`src/hw/rtl/smbl_pkg.sv`:
```
// Shared types, codes and CORDIC helpers for the sky map bilinear lookup.
// No dependencies; imported by sky_map_bilinear_lookup_top, smbl_acos and the testbench.
package smbl_pkg;

    localparam int CORDIC_STEPS = 15;
    localparam int ANG_W        = 18;
    localparam int XY_W         = 27;

    localparam logic [7:0] CFG_ROWS = 8'd0;
    localparam logic [7:0] CFG_COLS = 8'd1;
    localparam logic [7:0] CFG_SUN  = 8'd2;
    localparam logic [7:0] CFG_BYTE = 8'd3;

    localparam logic REQ_WRITE  = 1'b0;
    localparam logic REQ_LOOKUP = 1'b1;

    typedef struct packed {
        logic        done;
        logic [15:0] ang;
        logic [15:0] root;
    } acos_rsp_t;

    function automatic logic signed [ANG_W-1:0] atan_step(input logic [3:0] i);
        logic signed [ANG_W-1:0] r;
        unique case (i)
            4'd0:    r = 18'sd8192;
            4'd1:    r = 18'sd4836;
            4'd2:    r = 18'sd2555;
            4'd3:    r = 18'sd1297;
            4'd4:    r = 18'sd651;
            4'd5:    r = 18'sd326;
            4'd6:    r = 18'sd163;
            4'd7:    r = 18'sd81;
            4'd8:    r = 18'sd41;
            4'd9:    r = 18'sd20;
            4'd10:   r = 18'sd10;
            4'd11:   r = 18'sd5;
            4'd12:   r = 18'sd3;
            4'd13:   r = 18'sd1;
            4'd14:   r = 18'sd1;
            default: r = 18'sd0;
        endcase
        return r;
    endfunction

    // shift right, rounding toward zero
    function automatic logic signed [XY_W-1:0] shr_tz(input logic signed [XY_W-1:0] v,
                                                      input logic [3:0] k);
        logic signed [XY_W-1:0] r;
        if (v < 0)
            r = -((-v) >>> k);
        else
            r = v >>> k;
        return r;
    endfunction

endpackage

```
`src/hw/rtl/smbl_acos.sv`:
```
// Iterative acos unit: bit-pair square root then 15-step CORDIC vectoring.
// Depends on smbl_pkg.
module smbl_acos (
    input  logic                clk,
    input  logic                rst_n,
    input  logic                start,
    input  logic signed [16:0]  c,
    output smbl_pkg::acos_rsp_t rsp
);
    import smbl_pkg::*;

    typedef enum logic [5:0] {
        A_IDLE = 6'b000001,
        A_SQ   = 6'b000010,
        A_ROOT = 6'b000100,
        A_INIT = 6'b001000,
        A_ROT  = 6'b010000,
        A_DONE = 6'b100000
    } astate_t;

    astate_t                 state_reg, state_next;
    logic signed [16:0]      c_reg;
    logic [31:0]             v_reg, res_reg, bit_reg;
    logic signed [XY_W-1:0]  x_reg, y_reg;
    logic signed [ANG_W-1:0] ang_reg;
    logic [3:0]              i_reg;
    logic signed [33:0]      sq;
    logic [31:0]             trial;
    logic signed [XY_W-1:0]  sx, sy;

    assign sq    = c_reg * c_reg;
    assign trial = res_reg + bit_reg;
    assign sx    = shr_tz(x_reg, i_reg);
    assign sy    = shr_tz(y_reg, i_reg);

    always_comb
    begin
        state_next = state_reg;
        unique case (state_reg)
            A_IDLE: if (start) state_next = A_SQ;
            A_SQ:   state_next = A_ROOT;
            A_ROOT: if (bit_reg[0]) state_next = A_INIT;
            A_INIT: state_next = A_ROT;
            A_ROT:  if (i_reg == 4'(CORDIC_STEPS - 1)) state_next = A_DONE;
            A_DONE: state_next = A_IDLE;
            default: state_next = A_IDLE;
        endcase
    end

    always_ff @(posedge clk or negedge rst_n)
    begin
        if (!rst_n)
            state_reg <= A_IDLE;
        else
            state_reg <= state_next;
    end

    always_ff @(posedge clk)
    begin
        unique case (state_reg)
            A_IDLE:
            begin
                if (start)
                    c_reg <= c;
            end
            A_SQ:
            begin
                v_reg   <= 32'(34'sd1073741824 - sq);
                res_reg <= '0;
                bit_reg <= 32'h4000_0000;
            end
            A_ROOT:
            begin
                if (v_reg >= trial)
                begin
                    v_reg   <= v_reg - trial;
                    res_reg <= (res_reg >> 1) + bit_reg;
                end
                else
                    res_reg <= res_reg >> 1;
                bit_reg <= bit_reg >> 2;
            end
            A_INIT:
            begin
                i_reg <= '0;
                if (c_reg < 0)
                begin
                    x_reg   <= XY_W'({res_reg[16:0], 8'h00});
                    y_reg   <= XY_W'(-c_reg) <<< 8;
                    ang_reg <= 18'sd16384;
                end
                else
                begin
                    x_reg   <= XY_W'(c_reg) <<< 8;
                    y_reg   <= XY_W'({res_reg[16:0], 8'h00});
                    ang_reg <= '0;
                end
            end
            A_ROT:
            begin
                i_reg <= i_reg + 4'd1;
                if (y_reg > 0)
                begin
                    x_reg   <= x_reg + sy;
                    y_reg   <= y_reg - sx;
                    ang_reg <= ang_reg + atan_step(i_reg);
                end
                else
                begin
                    x_reg   <= x_reg - sy;
                    y_reg   <= y_reg + sx;
                    ang_reg <= ang_reg - atan_step(i_reg);
                end
            end
            A_DONE: ;
            default: ;
        endcase
    end

    always_comb
    begin
        rsp.done = (state_reg == A_DONE);
        rsp.root = res_reg[15:0];
        if (ang_reg < 0)
            rsp.ang = '0;
        else if (ang_reg > 18'sd32768)
            rsp.ang = 16'h8000;
        else
            rsp.ang = ang_reg[15:0];
    end
endmodule

```
`config.mk`:
```
export PLATFORM = sky130hd
export DESIGN_NAME = smbl_acos
export DESIGN_NICKNAME = d
export VERILOG_FILES = /design/src/hw/rtl/smbl_pkg.sv /design/src/hw/rtl/smbl_acos.sv
export SDC_FILE = /design/constraint.sdc
export NUM_CORES = 2
export LEC_CHECK = 0
export ABC_AREA = 1
export ABC_CLOCK_PERIOD_IN_PS = 18550
export BUFFER_PORTS_ARGS = -buffer_cell sky130_fd_sc_hd__buf_2
export CAP_MARGIN = 40
export CORE_MARGIN = 10
export CORE_UTILIZATION = 46
export CTS_CLUSTER_SIZE = 24
export DETAILED_ROUTE_END_ITERATION = 8
export GPL_TIMING_DRIVEN = 0
export PLACE_DENSITY_LB_ADDON = 0.3
export SYNTH_ARGS = -nofsm -noshare
export SYNTH_HDL_FRONTEND = slang
export SYNTH_SLANG_ARGS = --single-unit
```
`constraint.sdc`:
```
create_clock -name clk -period 18.55 [get_ports clk]
set_input_delay 3.71 -clock clk [delete_from_list [all_inputs] [get_ports clk]]
set_output_delay 3.71 -clock clk [all_outputs]
set_load 0.05 [all_outputs]
```
==> flow_summary.toml <==
[synthesis]
synth_edf_count = 173
async_flop_share_pct = 3.109
ys_ff_latch = 193
synth.avg_cell_area_sq_um = 6.738
synth_seq_area_share_pct = 15.50
synth-warning-count = 0
synth_ff_type = "edfxtp_1"
yosysUniqueCellTypes = 71
syn_nets = 5939
syn_inst = 5386
syn_area_sq_um = 36290

[global_routing]
grt_pass1_wl_mm = 226.3
grt_pass1_vias = 36705
antenna_found_initial = 3
track_usage_pct = 32.93
overflow = 0
grt_max_degree = 54

[status]
outcome = "completed"

[route]
routed-via-count = 37924
vias_per_cell = 5.811
antenna_left = 0
drc = 0
drt-initial-drc-count = 4169
wl_per_cell_um = 23.17
wl_mm = 151.2
firstDrtPassIters = 6

[timing]
slew_viol_final = 0
final-setup-viol-count = 0
fin_crit_sh_pct = 45.33
hold_viol = 0
fin_skew_ps = 24.24
fin_crit_ps = 8409
grt_setup_unrepaired = "false"
slew_headroom_pct = 34.11
fmax_ghz = 0.1189
tightestPinTransition_ps = 977.9
final.setup.tns_ps = 0

[clock_network]
clock-sinks = 193
holdBufCountCts = 0
insertion_delay_ps = 500
cts_buffers = 17
cts_tree = "built"
cts_max_level = 4
root_buffer = "clkbuf_16"
clockBufferDepth = 2
post_cts_resize_count = 0
cts_setup_buffers = 0
path_clk_slew_ps = 80

[hold_path]
hold_path.class = "reg2reg"
min_from = "state_reg[1]"

[cells_and_area]
fin_util_pct = 49.67
nets = 6024
drive_above_1_share_pct = 7.312
fillers = 8089
seq_area_sq_um = 5627
syn2layout_area_growth_pct = 6.561
multiInputGateArea_sq_um = 26650

[die]
die_w_um = 300.9
die_area_sq_um = 90530
coreArea_sq_um = 77850
start_util_pct = 46.62
io_pins = 53
die_h_um = 300.9
std_cell_rows = 102

[setup_path]
end_kind = "flop"
required_ps = 18780
arrival_ps = 8640
r2r-start = "c_reg[11]"
critPathMaxFanout = 10
critPathKind = "reg2reg"
crit_path_start_kind = "flop"
worstSetupStartpoint = "c_reg[11]"

[job]
max-cap-violations = 0

[placement]
gp_congestion = 1.105
port_buffers = 52
hpwlAfterDp_mm = 126.4
## Yosys cell counts, types with 10 or more instances
cell type	n	area, sq um
nor4_1	10	62.56
nor2_1	394	1479
o211ai_1	17	127.6
buf_4	18	135.1
dfxtp_1	14	280.3
a31oi_1	13	81.33
o21bai_1	15	112.6
ha_1	267	3341
nand3_2	54	540.5
o22ai_1	27	168.9
a21oi_1	249	1246
o21ai_1	14	70.07
buf_2	66	330.3
nand4_1	70	437.9
o21a_1	22	165.2
a21o_1	10	75.07
clkbuf_1	88	330.3
buf_1	30	112.6
nand2_2	51	319.1
xor2_1	95	832.1
o21ai_0	365	1827
nor3_1	62	310.3
or2_2	14	87.58
edfxtp_1	173	5195
nand2_1	1331	4996
inv_1	804	3018
fa_1	266	5325
nand3_1	593	2968
nor2_4	17	191.4
nor2_2	38	237.7
mux2i_1	19	190.2
inv_2	13	48.80
xnor2_1	63	551.8
## worst paths after layout
| kind | slack (ps) | end | depth (start not counted) |
|---|---|---|---|
| min in group asynchronous | 3030 | state_reg[5] | 1 |
| hold reg to reg | 600 | state_reg[0] | 3 |
| setup / recovery | 10140 | v_reg[29] | 24 |
| max in group asynchronous | 15290 | state_reg[0] | 1 |
| hold / removal | 600 | state_reg[0] | 3 |
| setup reg to reg | 10140 | v_reg[29] | 24 |
## layout make-up
class | count | share of cell area [%]
Clock buffer | 19 | 1.174
Antenna cell | 2 | 0.01294
Multi-Input combinational cell | 4168 | 68.91
Inverter | 819 | 7.950
Tap cell | 1040 | 3.365
Buffer | 206 | 2.488
Sequential cell | 193 | 14.55
Clock inverter | 13 | 0.4109
Timing Repair Buffer | 66 | 1.139
## worst max-delay path: stages, from the launching register on
cell and delay, ps:
edfxtp_1 570, clkbuf_1 690, buf_1 670, nand2_1 260, fa_1 580, inv_1 40, ha_1 210, fa_1 560
fa_1 440, fa_1 540, inv_1 50, fa_1 470, ha_1 510, nand2_1 120, o21ai_0 170, a21oi_1 150
o21ai_0 640, nand2_1 120, nand2_1 140, a21oi_1 110, o21ai_0 370, a21boi_0 200, or2_2 300, nand3_1 140
o21ai_1 90
## cell usage in the layout (no fill, tap or decap), drive strengths merged, types with 6 or more instances in the layout
| cell type | netlist | routed |
|---|---|---|
| and2 | 7 | 7 |
| o211ai | 17 | 17 |
| clkinv | 2 | 7 |
| o22ai | 27 | 27 |
| a21o | 10 | 10 |
| nor3 | 63 | 63 |
| inv | 817 | 824 |
| nor4 | 10 | 10 |
| o21ai | 382 | 382 |
| a21boi | 8 | 8 |
| o21a | 22 | 22 |
| or2 | 15 | 15 |
| nand2 | 1386 | 1386 |
| buf | 118 | 184 |
| mux2i | 19 | 19 |
| nor2 | 452 | 452 |
| dfxtp | 14 | 14 |
| a32o | 9 | 9 |
| o221ai | 6 | 6 |
| xor2 | 97 | 97 |
| clkbuf | 88 | 107 |
| xnor2 | 63 | 63 |
| o21bai | 17 | 17 |
| nand3 | 650 | 650 |
| edfxtp | 173 | 173 |
| a21oi | 250 | 250 |
| ha | 267 | 267 |
| nand4 | 72 | 72 |
| fa | 266 | 266 |
| o31ai | 8 | 8 |
| a31oi | 13 | 13 |
| a22oi | 6 | 6 |
## metrics by stage
| stage | worst slack (ps) | hold WS [ps] | instances | area, sq um |
|---|---|---|---|---|
| after global placement | 10330 | 574.1 | 6478 | 37850 |
| after detailed placement | 10330 | 589.4 | 6490 | 38040 |
| final | 10140 | 598.0 | 6526 | 38670 |
| after floorplan | 12280 | 498.3 | 5386 | 36290 |
| after CTS | 10300 | 600.9 | 6522 | 38650 |
| after global routing | 9688 | 644.9 | 6524 | 38670 |
## layer usage
| layer | vias up | wire length (um) | share of wire [%] | GRT usage (%) |
|---|---|---|---|---|
| met1 | 17840 | 58640 | 39 | 39.62 |
| met3 | 504 | 11100 | 7.3 | 4.592 |
| met2 | 1850 | 68150 | 45 | 53.26 |
| met4 | 2 | 13280 | 8.8 | 24.41 |
| met5 | - | 17 | 0.011 | 0 |
| li1 | 17728 | - | - | - |
## logic make-up (layout without fill, tap and decap cells)
group / after synthesis / in the layout / synth area share, %
AND/OR/NAND/NOR: 2661 / 2661 / 32.83
buffers and inverters: 1025 / 1123 / 11.12
AO/OA/AOI/OAI: 793 / 793 / 12.14
adder cells (fa/ha/maj): 533 / 533 / 23.88
flip-flops: 193 / 193 / 15.50
XOR/XNOR: 161 / 161 / 3.965
multiplexers: 20 / 20 / 0.5551
other: 0 / 2 / 0
Power is not shown: default switching activity piles up to over one toggle a cycle in this logic, so the estimate is an artifact.
